--- config.mk ---
export PLATFORM = sky130hd
export DESIGN_NAME = calendar_clock_with_dst_flat
export DESIGN_NICKNAME = d
export VERILOG_FILES = /design/src/rtl/core/ccdst_pkg.sv /design/src/rtl/core/ccdst_if.sv /design/src/rtl/core/ccdst_divrem.sv /design/src/rtl/core/ccdst_dpath.sv /design/src/rtl/core/ccdst_ctrl.sv /design/src/rtl/core/calendar_clock_with_dst.sv /design/src/flat_wrapper.sv
export SDC_FILE = /design/constraint.sdc
export NUM_CORES = 1
export LEC_CHECK = 0
export BUFFER_PORTS_ARGS = -buffer_cell sky130_fd_sc_hd__buf_2
export CORE_MARGIN = 2
export CORE_UTILIZATION = 58
export DETAILED_ROUTE_END_ITERATION = 8
export PLACE_DENSITY = 0.84
export SETUP_SLACK_MARGIN = 0.3
export SLEW_MARGIN = 20
export SYNTH_ARGS = -nofsm -noshare
export SYNTH_HDL_FRONTEND = slang
export SYNTH_SLANG_ARGS = --single-unit
--- constraint.sdc ---
create_clock -name clk -period 5.9 [get_ports clk]
set_input_delay 0.295 -clock clk [delete_from_list [all_inputs] [get_ports clk]]
set_output_delay 0.295 -clock clk [all_outputs]
set_load 0.02 [all_outputs]
--- src/rtl/core/ccdst_pkg.sv ---
// ----------------------------------------------------------------------------
// ccdst_pkg
// Shared types, mode codes and calendar tables of the calendar clock.
// ----------------------------------------------------------------------------
`default_nettype none

package ccdst_pkg;

	// Operation codes carried by the request mode field
	localparam logic [2:0] MODE_TICK  = 3'd0;
	localparam logic [2:0] MODE_DAY   = 3'd1;
	localparam logic [2:0] MODE_MONTH = 3'd2;
	localparam logic [2:0] MODE_YEAR  = 3'd3;
	localparam logic [2:0] MODE_HOUR  = 3'd4;
	localparam logic [2:0] MODE_MIN   = 3'd5;
	localparam logic [2:0] MODE_SEC   = 3'd6;

	// Remainder unit: widest dividend is the weekday sum, widest divisor 60.
	// The quotient comes from a reciprocal scaled by 2^RCP_SH, exact for
	// every dividend below 2^DIV_W and every divisor the datapath uses.
	localparam int DIV_W      = 10;
	localparam int REM_W      = 6;
	localparam int CNT_W      = 2;
	localparam int DIV_CYCLES = 2;
	localparam int RCP_W      = 14;
	localparam int RCP_SH     = 16;
	localparam int QUO_W      = 8;

	typedef struct packed {
		logic [5:0] second;
		logic [5:0] minute;
		logic [4:0] hour;
		logic [4:0] day;
		logic [3:0] month;
		logic [7:0] year;
		logic [2:0] weekday;
		logic       fallback;
	} ccdst_time_t;

	typedef struct packed {
		logic capture;
		logic tick;
		logic year_set;
		logic field_start;
		logic field_write;
		logic wday_start;
		logic wday_write;
		logic out_load;
	} ccdst_cmd_t;

	typedef struct packed {
		logic [2:0] mode;
		logic       div_busy;
	} ccdst_stat_t;

	// Length of a month; out-of-range codes fall back to January
	function automatic logic [4:0] month_days(input logic [3:0] month, input logic leap);
		logic [4:0] d;
		case (month) inside
			4'd4, 4'd6, 4'd9, 4'd11: d = 5'd30;
			4'd2:                    d = leap ? 5'd29 : 5'd28;
			default:                 d = 5'd31;
		endcase
		return d;
	endfunction

	// Days in the year before the first of a month (non-leap)
	function automatic logic [8:0] days_before(input logic [3:0] month);
		logic [8:0] d;
		case (month)
			4'd2:    d = 9'd31;
			4'd3:    d = 9'd59;
			4'd4:    d = 9'd90;
			4'd5:    d = 9'd120;
			4'd6:    d = 9'd151;
			4'd7:    d = 9'd181;
			4'd8:    d = 9'd212;
			4'd9:    d = 9'd243;
			4'd10:   d = 9'd273;
			4'd11:   d = 9'd304;
			4'd12:   d = 9'd334;
			default: d = 9'd0;
		endcase
		return d;
	endfunction

	// Rounded-up 2^16 / divisor for weekday, month, hour, month lengths and 60
	function automatic logic [RCP_W-1:0] recip_of(input logic [REM_W-1:0] divisor);
		logic [RCP_W-1:0] r;
		case (divisor)
			6'd7:    r = 14'd9363;
			6'd12:   r = 14'd5462;
			6'd24:   r = 14'd2731;
			6'd28:   r = 14'd2341;
			6'd29:   r = 14'd2260;
			6'd30:   r = 14'd2185;
			6'd31:   r = 14'd2115;
			default: r = 14'd1093;
		endcase
		return r;
	endfunction

endpackage

`default_nettype wire

--- src/rtl/core/ccdst_if.sv ---
// ----------------------------------------------------------------------------
// ccdst_req_if / ccdst_res_if
// Valid/ready channels of the calendar clock: request and result.
// ----------------------------------------------------------------------------
`default_nettype none

interface ccdst_req_if;
	logic              valid;
	logic              ready;
	logic [2:0]        mode;
	logic signed [8:0] set_value;

	modport source (output valid, mode, set_value, input ready);
	modport sink   (input valid, mode, set_value, output ready);
	modport mon    (input valid, ready, mode, set_value);
endinterface

interface ccdst_res_if;
	logic       valid;
	logic       ready;
	logic [5:0] second_now;
	logic [5:0] minute_now;
	logic [4:0] hour_now;
	logic [4:0] day_now;
	logic [3:0] month_now;
	logic [7:0] year_now;
	logic [2:0] weekday_now;
	logic       fallback_done;

	modport source (output valid, second_now, minute_now, hour_now, day_now, month_now,
		year_now, weekday_now, fallback_done, input ready);
	modport sink   (input valid, second_now, minute_now, hour_now, day_now, month_now,
		year_now, weekday_now, fallback_done, output ready);
	modport mon    (input valid, ready, second_now, minute_now, hour_now, day_now,
		month_now, year_now, weekday_now, fallback_done);
endinterface

`default_nettype wire

--- src/rtl/core/ccdst_divrem.sv ---
// ----------------------------------------------------------------------------
// ccdst_divrem
// Remainder unit: reciprocal multiply, then multiply back and subtract.
// ----------------------------------------------------------------------------
`default_nettype none

module ccdst_divrem (
	input  wire logic                        clk,
	input  wire logic                        arst_n,
	input  wire logic                        start,
	input  wire logic [ccdst_pkg::DIV_W-1:0] dividend,
	input  wire logic [ccdst_pkg::REM_W-1:0] divisor,
	output logic                             busy,
	output logic [ccdst_pkg::REM_W-1:0]      rem
);
	import ccdst_pkg::*;

	logic [DIV_W-1:0]       dvd_q;
	logic [REM_W-1:0]       dsr_q;
	logic [RCP_W+DIV_W-1:0] prod_q;
	logic [RCP_W+DIV_W-1:0] prod_d;
	logic [QUO_W-1:0]       quo;
	logic [REM_W+QUO_W-1:0] back;
	logic [DIV_W-1:0]       diff;
	logic [REM_W-1:0]       rem_q;
	logic [CNT_W-1:0]       cnt_q;

	// first step scales by the reciprocal, second takes off divisor times quotient
	always_comb begin
		prod_d = {{RCP_W{1'b0}}, dvd_q} * {{DIV_W{1'b0}}, recip_of(dsr_q)};
		quo    = prod_q[RCP_SH +: QUO_W];
		back   = {{QUO_W{1'b0}}, dsr_q} * {{REM_W{1'b0}}, quo};
		diff   = dvd_q - back[DIV_W-1:0];
	end

	always_ff @(posedge clk or negedge arst_n) begin
		if (!arst_n) begin
			cnt_q <= '0;
		end else if (start) begin
			cnt_q <= CNT_W'(DIV_CYCLES);
		end else if (cnt_q != '0) begin
			cnt_q <= cnt_q - 1'b1;
		end
	end

	always_ff @(posedge clk) begin
		if (start) begin
			dvd_q <= dividend;
			dsr_q <= divisor;
		end
		if (cnt_q == CNT_W'(DIV_CYCLES)) begin
			prod_q <= prod_d;
		end
		if (cnt_q == CNT_W'(1)) begin
			rem_q <= diff[REM_W-1:0];
		end
	end

	assign busy = (cnt_q != '0);
	assign rem  = rem_q;

endmodule

`default_nettype wire

--- src/rtl/core/ccdst_dpath.sv ---
// ----------------------------------------------------------------------------
// ccdst_dpath
// Time and date registers, tick carry logic, set wrapping and weekday sum.
// ----------------------------------------------------------------------------
`default_nettype none

module ccdst_dpath (
	input  wire logic                   clk,
	input  wire logic                   arst_n,
	input  wire logic [2:0]             mode,
	input  wire logic signed [8:0]      set_value,
	input  wire ccdst_pkg::ccdst_cmd_t  cmd,
	output ccdst_pkg::ccdst_stat_t      stat,
	output ccdst_pkg::ccdst_time_t      res_time
);
	import ccdst_pkg::*;

	logic [2:0] mode_q;
	logic [7:0] val_q;
	logic [5:0] sec_q, min_q;
	logic [4:0] hour_q, day_q;
	logic [3:0] mon_q;
	logic [7:0] year_q;
	logic [2:0] wday_q;
	logic       flag_q;
	ccdst_time_t out_q;

	logic       leap;
	logic [4:0] dim;

	// tick results
	logic [5:0] sec_t, min_t;
	logic [4:0] hour_t, day_t;
	logic [3:0] mon_t;
	logic [7:0] year_t;
	logic [2:0] wday_t;
	logic       flag_t;
	logic [5:0] day_inc;
	logic       last_sun;

	// set and weekday operands
	logic [7:0]       set_sum;
	logic [REM_W-1:0] set_div;
	logic [8:0]       doy;
	logic [7:0]       y1;
	logic [5:0]       q4;
	logic [1:0]       q100;
	logic [DIV_W-1:0] wsum;
	logic             div_start;
	logic [DIV_W-1:0] div_dvd;
	logic [REM_W-1:0] div_dsr;
	logic             div_busy;
	logic [REM_W-1:0] rem;

	assign leap = (year_q[1:0] == 2'd0);
	assign dim  = month_days(mon_q, leap);

	// One-second advance with carries and the daylight-saving adjustments
	always_comb begin
		sec_t   = sec_q;
		min_t   = min_q;
		hour_t  = hour_q;
		day_t   = day_q;
		mon_t   = mon_q;
		year_t  = year_q;
		wday_t  = wday_q;
		flag_t  = flag_q;
		day_inc = {1'b0, day_q} + 6'd1;
		last_sun = 1'b0;
		if (sec_q != 6'd59) begin
			sec_t = sec_q + 6'd1;
		end else begin
			sec_t = '0;
			if (min_q != 6'd59) begin
				min_t = min_q + 6'd1;
			end else begin
				min_t  = '0;
				hour_t = hour_q + 5'd1;
				if (hour_t >= 5'd24) begin
					hour_t = '0;
					if (day_inc > {1'b0, dim}) begin
						day_t  = 5'd1;
						flag_t = 1'b0;
						if (mon_q >= 4'd12) begin
							mon_t  = 4'd1;
							year_t = year_q + 8'd1;
						end else begin
							mon_t = mon_q + 4'd1;
						end
					end else begin
						day_t = day_inc[4:0];
					end
					wday_t = (wday_q == 3'd7) ? 3'd1 : wday_q + 3'd1;
				end
				last_sun = (wday_t == 3'd7) && (mon_t == 4'd3 || mon_t == 4'd10) &&
					(day_t > 5'd24);
				if (mon_t == 4'd3 && hour_t == 5'd2 && last_sun) begin
					hour_t = 5'd3;
				end
				if (mon_t == 4'd10 && hour_t == 5'd3 && !flag_t && last_sun) begin
					hour_t = 5'd2;
					flag_t = 1'b1;
				end
			end
		end
	end

	// Wrap operands of the set operations
	always_comb begin
		case (mode_q)
			MODE_DAY: begin
				set_sum = val_q + {3'b0, dim} - 8'd1;
				set_div = {1'b0, dim};
			end
			MODE_MONTH: begin
				set_sum = val_q + 8'd11;
				set_div = 6'd12;
			end
			MODE_HOUR: begin
				set_sum = val_q + 8'd24;
				set_div = 6'd24;
			end
			default: begin
				set_sum = val_q + 8'd60;
				set_div = 6'd60;
			end
		endcase
	end

	// Weekday sum: year + leap days + day of year + 5
	always_comb begin
		doy = days_before(mon_q) + {4'b0, day_q} +
			{8'b0, (leap && mon_q >= 4'd3 && mon_q <= 4'd12)};
		y1  = year_q - 8'd1;
		if (year_q == 8'd0) begin
			q4   = '0;
			q100 = '0;
		end else begin
			q4   = y1[7:2];
			q100 = (y1 >= 8'd200) ? 2'd2 : ((y1 >= 8'd100) ? 2'd1 : 2'd0);
		end
		wsum = {2'b0, year_q} + {1'b0, doy} + {4'b0, q4} - {8'b0, q100} + 10'd5;
	end

	assign div_start = cmd.field_start | cmd.wday_start;
	assign div_dvd   = cmd.wday_start ? wsum : {2'b0, set_sum};
	assign div_dsr   = cmd.wday_start ? 6'd7 : set_div;

	ccdst_divrem u_divrem (
		.clk      (clk),
		.arst_n   (arst_n),
		.start    (div_start),
		.dividend (div_dvd),
		.divisor  (div_dsr),
		.busy     (div_busy),
		.rem      (rem)
	);

	always_ff @(posedge clk) begin
		if (cmd.capture) begin
			mode_q <= mode;
			val_q  <= set_value[7:0];
		end
		if (cmd.out_load) begin
			out_q <= '{second: sec_q, minute: min_q, hour: hour_q, day: day_q,
				month: mon_q, year: year_q, weekday: wday_q, fallback: flag_q};
		end
	end

	always_ff @(posedge clk or negedge arst_n) begin
		if (!arst_n) begin
			sec_q  <= '0;
			min_q  <= '0;
			hour_q <= '0;
			day_q  <= 5'd1;
			mon_q  <= 4'd1;
			year_q <= '0;
			wday_q <= 3'd7;
			flag_q <= 1'b0;
		end else begin
			if (cmd.tick) begin
				sec_q  <= sec_t;
				min_q  <= min_t;
				hour_q <= hour_t;
				day_q  <= day_t;
				mon_q  <= mon_t;
				year_q <= year_t;
				wday_q <= wday_t;
				flag_q <= flag_t;
			end
			if (cmd.year_set) begin
				year_q <= val_q;
			end
			if (cmd.field_write) begin
				case (mode_q)
					MODE_DAY:   day_q  <= rem[4:0] + 5'd1;
					MODE_MONTH: mon_q  <= rem[3:0] + 4'd1;
					MODE_HOUR:  hour_q <= rem[4:0];
					MODE_MIN:   min_q  <= rem;
					MODE_SEC:   sec_q  <= rem;
					default:    ;
				endcase
			end
			if (cmd.wday_write) begin
				wday_q <= rem[2:0] + 3'd1;
			end
		end
	end

	assign stat.mode     = mode_q;
	assign stat.div_busy = div_busy;
	assign res_time      = out_q;

endmodule

`default_nettype wire

--- src/rtl/core/ccdst_ctrl.sv ---
// ----------------------------------------------------------------------------
// ccdst_ctrl
// Sequencer: accepts a request, steps the datapath, hands over the result.
// ----------------------------------------------------------------------------
`default_nettype none

module ccdst_ctrl (
	input  wire logic                  clk,
	input  wire logic                  arst_n,
	input  wire logic                  req_valid,
	output logic                       req_ready,
	output logic                       res_valid,
	input  wire logic                  res_ready,
	input  wire ccdst_pkg::ccdst_stat_t stat,
	output ccdst_pkg::ccdst_cmd_t      cmd
);
	import ccdst_pkg::*;

	localparam logic [2:0] S_IDLE   = 3'd0;
	localparam logic [2:0] S_EXEC   = 3'd1;
	localparam logic [2:0] S_MOD    = 3'd2;
	localparam logic [2:0] S_WSTART = 3'd3;
	localparam logic [2:0] S_WMOD   = 3'd4;
	localparam logic [2:0] S_DONE   = 3'd5;

	logic [2:0] state_q, state_d;
	logic       res_valid_q;

	always_comb begin
		cmd     = '0;
		state_d = state_q;
		unique case (state_q)
			S_IDLE: begin
				if (req_valid) begin
					cmd.capture = 1'b1;
					state_d     = S_EXEC;
				end
			end
			S_EXEC: begin
				unique case (stat.mode) inside
					MODE_DAY, MODE_MONTH, MODE_HOUR, MODE_MIN, MODE_SEC: begin
						cmd.field_start = 1'b1;
						state_d         = S_MOD;
					end
					MODE_TICK: begin
						cmd.tick = 1'b1;
						state_d  = S_DONE;
					end
					MODE_YEAR: begin
						cmd.year_set = 1'b1;
						state_d      = S_WSTART;
					end
					default: state_d = S_DONE;
				endcase
			end
			S_MOD: begin
				if (!stat.div_busy) begin
					cmd.field_write = 1'b1;
					state_d = (stat.mode == MODE_DAY || stat.mode == MODE_MONTH) ?
						S_WSTART : S_DONE;
				end
			end
			S_WSTART: begin
				cmd.wday_start = 1'b1;
				state_d        = S_WMOD;
			end
			S_WMOD: begin
				if (!stat.div_busy) begin
					cmd.wday_write = 1'b1;
					state_d        = S_DONE;
				end
			end
			S_DONE: begin
				if (!res_valid_q || res_ready) begin
					cmd.out_load = 1'b1;
					state_d      = S_IDLE;
				end
			end
			default: state_d = S_IDLE;
		endcase
	end

	always_ff @(posedge clk or negedge arst_n) begin
		if (!arst_n) begin
			state_q     <= S_IDLE;
			res_valid_q <= 1'b0;
		end else begin
			state_q <= state_d;
			if (cmd.out_load) begin
				res_valid_q <= 1'b1;
			end else if (res_ready) begin
				res_valid_q <= 1'b0;
			end
		end
	end

	assign req_ready = (state_q == S_IDLE);
	assign res_valid = res_valid_q;

endmodule

`default_nettype wire

--- src/rtl/core/calendar_clock_with_dst.sv ---
// ----------------------------------------------------------------------------
// calendar_clock_with_dst
// Calendar clock for years 2000..2255 with EU-style daylight saving.
// ----------------------------------------------------------------------------
//  Channel  Dir  Handshake     Transaction carries
//  req      in   valid/ready   mode (tick or field set), set_value
//  res      out  valid/ready   time and date after the step, fallback flag
//
//  One request at a time. A tick steps the clock; hour, minute and second
//  sets wrap the value in the remainder unit; day and month sets do so and
//  then recompute the weekday, a year set only recomputes it. The next
//  request is taken once the result is loaded. Wrapping and the weekday
//  remainder share one unit, a reciprocal multiply and a multiply-back.
//  Reset clears the clock to 2000-01-01 00:00:00, Sunday, flag clear.
//  The result sits in an output register: a stalled res holds it while the
//  next request is already taken and worked on.
// ----------------------------------------------------------------------------
`default_nettype none

module calendar_clock_with_dst (
	input  wire logic  clk,
	input  wire logic  arst_n,
	ccdst_req_if.sink   req,
	ccdst_res_if.source res
);
	import ccdst_pkg::*;

	ccdst_cmd_t  cmd;
	ccdst_stat_t stat;
	ccdst_time_t res_time;

	// Sequencer: owns both handshakes and steps the datapath
	ccdst_ctrl u_ctrl (
		.clk       (clk),
		.arst_n    (arst_n),
		.req_valid (req.valid),
		.req_ready (req.ready),
		.res_valid (res.valid),
		.res_ready (res.ready),
		.stat      (stat),
		.cmd       (cmd)
	);

	// Datapath: clock state, carries, wrapping and weekday recompute
	ccdst_dpath u_dpath (
		.clk       (clk),
		.arst_n    (arst_n),
		.mode      (req.mode),
		.set_value (req.set_value),
		.cmd       (cmd),
		.stat      (stat),
		.res_time  (res_time)
	);

	// Drive the result fields from the output register
	assign res.second_now    = res_time.second;
	assign res.minute_now    = res_time.minute;
	assign res.hour_now      = res_time.hour;
	assign res.day_now       = res_time.day;
	assign res.month_now     = res_time.month;
	assign res.year_now      = res_time.year;
	assign res.weekday_now   = res_time.weekday;
	assign res.fallback_done = res_time.fallback;

endmodule

`default_nettype wire

--- src/flat_wrapper.sv ---
// flat-port wrapper written by rule: the top's interface ports become plain ports
module calendar_clock_with_dst_flat import ccdst_pkg::*;
  (clk, arst_n, req_valid, req_mode, req_set_value, req_ready, res_valid, res_second_now, res_minute_now, res_hour_now, res_day_now, res_month_now, res_year_now, res_weekday_now, res_fallback_done, res_ready);
  ccdst_req_if req_i ();
  ccdst_res_if res_i ();
  input  wire logic clk;
  input  wire logic arst_n;
  input wire logic [$bits(req_i.valid)-1:0] req_valid;
  input wire logic [$bits(req_i.mode)-1:0] req_mode;
  input wire logic [$bits(req_i.set_value)-1:0] req_set_value;
  output wire logic [$bits(req_i.ready)-1:0] req_ready;
  output wire logic [$bits(res_i.valid)-1:0] res_valid;
  output wire logic [$bits(res_i.second_now)-1:0] res_second_now;
  output wire logic [$bits(res_i.minute_now)-1:0] res_minute_now;
  output wire logic [$bits(res_i.hour_now)-1:0] res_hour_now;
  output wire logic [$bits(res_i.day_now)-1:0] res_day_now;
  output wire logic [$bits(res_i.month_now)-1:0] res_month_now;
  output wire logic [$bits(res_i.year_now)-1:0] res_year_now;
  output wire logic [$bits(res_i.weekday_now)-1:0] res_weekday_now;
  output wire logic [$bits(res_i.fallback_done)-1:0] res_fallback_done;
  input wire logic [$bits(res_i.ready)-1:0] res_ready;
  assign req_i.valid = req_valid;
  assign req_i.mode = req_mode;
  assign req_i.set_value = req_set_value;
  assign req_ready = req_i.ready;
  assign res_valid = res_i.valid;
  assign res_second_now = res_i.second_now;
  assign res_minute_now = res_i.minute_now;
  assign res_hour_now = res_i.hour_now;
  assign res_day_now = res_i.day_now;
  assign res_month_now = res_i.month_now;
  assign res_year_now = res_i.year_now;
  assign res_weekday_now = res_i.weekday_now;
  assign res_fallback_done = res_i.fallback_done;
  assign res_i.ready = res_ready;
  calendar_clock_with_dst u_core (.clk(clk), .arst_n(arst_n), .req(req_i), .res(res_i));
endmodule
==> results of run 1 <==
==> worst max-delay path: stages, from the launching register on <==
cell and delay (ns):
edfxtp_1 0.40, buf_6 0.17, buf_12 0.13, nor4b_4 0.30, a21oi_1 0.09, nor2b_1 0.17, buf_4 0.20, nand2_2 0.08
fa_1 0.52, fa_2 0.55, inv_2 0.04, fa_2 0.46, fa_1 0.52, inv_2 0.04, fa_1 0.49, inv_2 0.05
ha_4 0.21, a21oi_2 0.13, nor2_1 0.08, a31oi_2 0.20, o211ai_1 0.19, o31ai_2 0.39, buf_4 0.18, buf_6 0.10
o21bai_4 0.06, xor2_1 0.14
==> final cells by class <==
| type | count | area (µm²) | area share [%] |
|---|---|---|---|
| flip-flops and latches | 121 | 3420 | 23.41 |
| clock inverters | 12 | 133.9 | 0.9164 |
| multi-input cells | 1002 | 8661 | 59.28 |
| repair buffers | 121 | 859.6 | 5.884 |
| inverters | 191 | 716.9 | 4.908 |
| clock buffers | 20 | 467.9 | 3.203 |
| well taps | 280 | 350.3 | 2.398 |
==> worst min path at each step <==
stage                                  to  slack [ns]                   from
5_1_grt          u_core.u_dpath.mode_q[0]        0.03            req_mode[0]
3_5_place_dp     u_core.u_dpath.mode_q[0]        0.47            req_mode[0]
4_1_cts          u_core.u_dpath.mode_q[0]        0.03            req_mode[0]
6_report         u_core.u_dpath.mode_q[0]        0.04            req_mode[0]
2_1_floorplan     u_core.u_ctrl.res_valid     -0.0006                 arst_n
3_3_place_gp   u_core.u_dpath.res_time[0]        0.47  u_core.u_dpath.flag_q
==> flip-flops by register name (all words and copies together), names as in the netlist, 2 cells and up <==
| signal | flops |
|---|---|
| u_core.u_dpath.val_q | 8 |
| u_core.u_dpath.day_q | 5 |
| u_core.u_dpath.year_q | 8 |
| u_core.u_dpath.hour_q | 5 |
| u_core.u_ctrl.state_q | 3 |
| u_core.u_dpath.mode_q | 3 |
| u_core.u_dpath.wday_q | 3 |
| u_core.u_dpath.mon_q | 4 |
| u_core.u_dpath.min_q | 6 |
| u_core.u_dpath.res_time | 38 |
| u_core.u_dpath.u_divrem.cnt_q | 2 |
| u_core.u_dpath.sec_q | 6 |
| u_core.u_dpath.u_divrem.dvd_q | 10 |
| u_core.u_dpath.u_divrem.rem | 6 |
| u_core.u_dpath.u_divrem.prod_q | 6 |
| u_core.u_dpath.u_divrem.dsr_q | 6 |
==> layout by cell type (no fill, tap or decap), types with 9 or more instances in the layout <==
cell         n
inv_1      181
nand2_1    132
ha_1       122
fa_1       107
and2_1      79
nor2_1      78
edfxtp_1    77
a21oi_1     64
buf_4       57
o21ai_0     55
xnor2_1     54
buf_2       53
dfrtp_1     39
nand3_1     28
xor2_1      23
nor2b_1     21
nor3_1      18
clkbuf_16   18
a31oi_1     13
and3_1      10
inv_2       10
nand2b_1     9
o21bai_1     9
o211ai_1     9
==> logic make-up after synthesis <==
kind of cell / Yosys count / share of synthesized area (%)
adders and majority gates: 239 / 30.17
muxes: 9 / 0.7222
buffers and inverters: 244 / 7.321
DFF: 121 / 27.04
and+or+nand+nor: 444 / 17.94
xor gates and xnor gates: 78 / 5.402
AOI/OAI and AO/OA: 232 / 11.41
==> layer usage <==
metal	part of all wire, %	global-route usage (%)
met4	3.7	12.73
met3	6.0	4.581
met1	41	35.29
met2	50	46.58
met5	0	0
==> per-stage QoR <==
stage                     cells  hold slack, ns   TNS, ns  utilization (%)
after global routing       1747         0.02711    -2.192            67.57
after global placement     1696          0.4667  -0.05730            63.04
after CTS                  1741         0.03058  -0.02403            67.08
after detailed placement   1696          0.4737   -0.4453            63.04
final                      1747         0.03610    -1.032            67.57
after floorplan            1367      -0.0005911         0                -
==> timing repair <==
action / in CTS / in global routing
endpoints found under the hold margin: 0 / 39
gates resized for setup: 34 / 18
hold buffers: 0 / 1
setup endpoints to repair: 6 / 8
buffers inserted: 12 / 5
pin swaps: 38 / 11
cloned: 1 / 0
==> results.tsv, run 1 <==
metric	value	unit
fillCellCount	1551	
syn_nets	1622	
antenna_found_initial	0	
finalSetupViolations	6	
status	finished, violations left	
synth-edff-count	77	
drive_gt1_share	16.29	%
vias	10290	
violations	negative setup slack	
avgViaCountPerCell	5.891	
yosys-top-cells-area	edfxtp_1 18%, fa_1 17%, ha_1 13%	
regToRegSetupSlack	-0.24	ns
synthCells	1367	
clock_path_buffers	2	
htree_levels	4	
yosys.area.top_type	edfxtp_1	
die_area	0.02300	mm²
cp-start-kind	flip-flop	
final-hold-violation-count	0	
min_path_cells	1	
synth_commonest_cells	191 x inv_1, 138 x nand2_1, 129 x ha_1	
cp-endpoint	u_core.u_dpath.u_divrem.prod_q[18]	
dp_slack	-0.1334	ns
drcViolationCount	0	
grt_first_pass_wirelength	49650	µm
core-area	0.02162	mm²
arrival	6.32	ns
grt_max_degree	45	
fp-row-count	54	
slew_headroom	41.86	%
avgSynthCellArea	9.252	µm²
async_reset_ff_share	36.36	%
grt_usage	27.74	%
synth-seq-area-share	27.04	%
cap_violations	0	
rr_worst_depth	25	
diodes	0	
cts.sinks	121	
hp-class	in2reg	
synth_flop_cell	edfxtp_1	
yosysUniqueCellTypes	72	
dpl.hpwl	22430	µm
fmax	162.9	MHz
cp.required	6.08	ns
portBuffers	54	
initial_utilization	58.50	%
cts_tree	done	
fp.dieW	151.7	µm
grt_pass1_vias	10300	
ys_seq_elements	121	
ant_nets	0	
place.gp.congestion	0.9217	
ys_warn_count	0	
nets	1709	
cts_root_buf	clkbuf_16	
rsz0062_at_grt	true	
crit_type	reg2reg	
grt-ovfl-total	0	
worst_r2r_endpoint	u_core.u_dpath.u_divrem.prod_q[18]	
endpoint_kind	flip-flop	
area_growth	15.51	%
yosysMostFrequentCell	inv_1	
worst_slew_pin_slew	0.8695	ns
period_needed	6.138	ns
yosys.area.top_type_share	18.28	%
drtIter0Drc	851	
final.period_utilization	104.0	%
crit_fanout	5	
routedWlPerCell	17.82	µm
clock_latency	0.43	ns
reg2reg_from	u_core.u_dpath.u_divrem.dsr_q[4]	
placed_area	0.01363	mm²
critPathLaunch	u_core.u_dpath.u_divrem.dsr_q[4]	
drv_slew	0	
syn_area	0.01265	mm²
skew	0.01138	ns
fp.dieH	151.7	µm
finalWorstSetupSlack	-0.2379	ns
cts_buffers	17	
post-route-cell-area	0.01461	mm²
dr.pass1.iters	6	
wl	31140	µm
clk_pin_slew_worst_paths	0.06	ns
pin_count	56	
Power of run 1 is not shown: default switching activity piles up to over one toggle a cycle in this logic, so the estimate is an artifact.
==> run 2: changes to the inputs <==
- CORE_UTILIZATION: 58 -> 59
- CTS_BUF_LIST: default -> sky130_fd_sc_hd__clkbuf_4
- PLACE_DENSITY: 0.84 -> 0.85
==> results.tsv, run 2 (synthesis results as in run 1) <==
metric	value	unit	change
largest_reg_flops	38		unchanged
fp.dieW	150.4	µm	-0.83%
routedWlPerCell	17.23	µm	-3.3%
final.period_utilization	102.1	%	-2.0 points
pin_count	56		unchanged
cts_root_buf	clkbuf_4		
avgViaCountPerCell	5.854		-0.62%
mostFrequentLayoutCell	inv_1		
vias	10320		+0.23%
status	finished, violations left		
crit_type	reg2reg		
dr.pass1.iters	8		+2
skew	0.02246	ns	+0.01109 ns
grt_first_pass_wirelength	49640	µm	about the same
cp.required	6.22	ns	+0.14 ns
fp-row-count	53		-1.9%
clock_path_buffers	2		unchanged
whs	0.09554	ns	+0.05944 ns
rsz0062_at_grt	true		
finalWorstSetupSlack	-0.1216	ns	+0.1163 ns
cp-start-kind	flip-flop		
grt_max_degree	45		unchanged
htree_levels	4		unchanged
place.gp.congestion	0.9516		+3.2%
area_growth	15.38	%	
placed_area	0.01365	mm²	+0.12%
drcViolationCount	0		unchanged
initial_utilization	60.16	%	+1.7 points
ff_latch_area	0.003420	mm²	unchanged
slew_headroom	40.11	%	-1.8 points
drv_slew	0		unchanged
core-area	0.02102	mm²	-2.8%
grt-ovfl-total	0		unchanged
worst_slew_pin_slew	0.8957	ns	+0.02619 ns
post-route-cell-area	0.01459	mm²	-0.11%
crit_chain	buf_6 > buf_6 > nor4b_4 > a21oi_2 > nor2b_1 > buf_4 > and2_4 > fa_1 > fa_1 > fa_2 > fa_1 > inv_1 > fa_1 > inv_2 > ha_4 > nand4_1 > nor4_4 > nand3_2 > nor3_4 > o31ai_4 > o21ai_2 > o21ai_2 > a21oi_1 > a31oi_1		
portBuffers	54		unchanged
grt_pass1_vias	10270		-0.27%
crit_fanout	7		+2
cts_tree	done		
cap_violations	0		unchanged
nets	1727		+1.1%
cp_slowest_cell	fa_1		
multi_input_area	0.008785	mm²	+1.4%
finalSetupViolations	5		-1
fillCellCount	1449		-6.6%
drtIter0Drc	748		-12%
die_area	0.02262	mm²	-1.6%
max_stage_delay	0.56	ns	about the same
final_cell_mix	181 x inv_1, 130 x nand2_1, 120 x ha_1		
antenna_found_initial	0		unchanged
final-hold-violation-count	0		unchanged
fin_cells	1762		+0.86%
hp-class	in2reg		
fp.dieH	150.4	µm	-0.83%
wl	30350	µm	-2.5%
ant_nets	0		unchanged
cts_buffers	17		unchanged
grt_usage	27.98	%	+0.23 points
clk_pin_slew_worst_paths	0.11	ns	+0.05 ns
cts.sinks	121		unchanged
drive_gt1_share	17.51	%	+1.2 points
arrival	6.34	ns	+0.02 ns
dpl.hpwl	21960	µm	-2.1%
period_needed	6.022	ns	-0.1163 ns
endpoint_kind	flip-flop		
clock_latency	0.57	ns	+0.14 ns
timing.critical_path.mode_cell	fa_1		
dp.cells	1694		-0.12%
violations	negative setup slack		
fmax	166.1	MHz	+1.9%
[run 2: changes by cell type in the layout (fill, tap and decap cells not counted), moves of 3 or more]
cell,change
and2_1,-5
and2_4,+5
buf_12,-3
buf_4,+6
buf_6,+3
clkbuf_16,-18
clkbuf_4,+22
dlygate4sd3_1,+11
ha_4,+3
inv_6,-3
[run 2: layout make-up]
class                   count  area share, %
well taps                 275          2.358
multi-input cells        1002          60.20
inverters                 191          4.913
flip-flops and latches    121          23.43
repair buffers            139          6.876
clock buffers              22          1.132
diodes                      2        0.03430
clock inverters            10          1.055
[run 2: path summary, 6_finish.rpt]
| check | startpoint | endpoint | slack (ns) | cells after the start |
|---|---|---|---|---|
| setup / recovery | u_core.u_dpath.u_divrem.dsr_q[4] | u_core.u_dpath.u_divrem.prod_q[21] | -0.12 | 24 |
| hold reg to reg | u_core.u_dpath.year_q[6] | u_core.u_dpath.res_time[10] | 0.51 | 0 |
| hold / removal | res_ready | u_core.u_ctrl.res_valid | 0.1 | 3 |
| max in group asynchronous | arst_n | u_core.u_dpath.year_q[5] | 5.19 | 2 |
| min in group asynchronous | arst_n | u_core.u_dpath.min_q[1] | 0.27 | 2 |
| setup reg to reg | u_core.u_dpath.u_divrem.dsr_q[4] | u_core.u_dpath.u_divrem.prod_q[21] | -0.12 | 24 |
[run 2: worst max-delay path, delay by kind of cell, from the launching register on]
family / cells / cell delay (ns)
AO/OA/AOI/OAI: 6 / 0.62
flip-flops: 1 / 0.41
AND/OR/NAND/NOR: 7 / 1.48
adder cells (fa/ha/maj): 6 / 2.69
buffers and inverters: 5 / 0.57
[run 2: metal layers]
layer | global-route usage, % | vias up | part of all wire (%)
met4 | 10.61 | 0 | 3.7
met5 | 0 | - | 0
met1 | 36.51 | 5023 | 40
li1 | - | 4765 | -
met3 | 4.818 | 102 | 6.7
met2 | 46.82 | 425 | 49
[run 2: metrics by stage]
| step | worst slack, ns | utilization [%] | TNS (ns) |
|---|---|---|---|
| CTS | 0.06323 | 68.76 | 0 |
| detailed placement | -0.1840 | 64.92 | -0.5235 |
| floorplan | 0.2764 | - | 0 |
| global route | -0.3740 | 69.39 | -1.673 |
| global placement | -0.09500 | 64.92 | -0.1257 |
| finish | -0.1216 | 69.42 | -0.4364 |
[run 2: repair_timing]
action                                  in CTS  in global routing
hold endpoints to repair                    50                  0
pin swaps                                   49                 21
endpoints found under the setup margin       6                  8
resized for setup                           57                 19
hold buffers                                12                  0
buffers inserted                            14                  8
Power of run 2 is left out for the same reason.
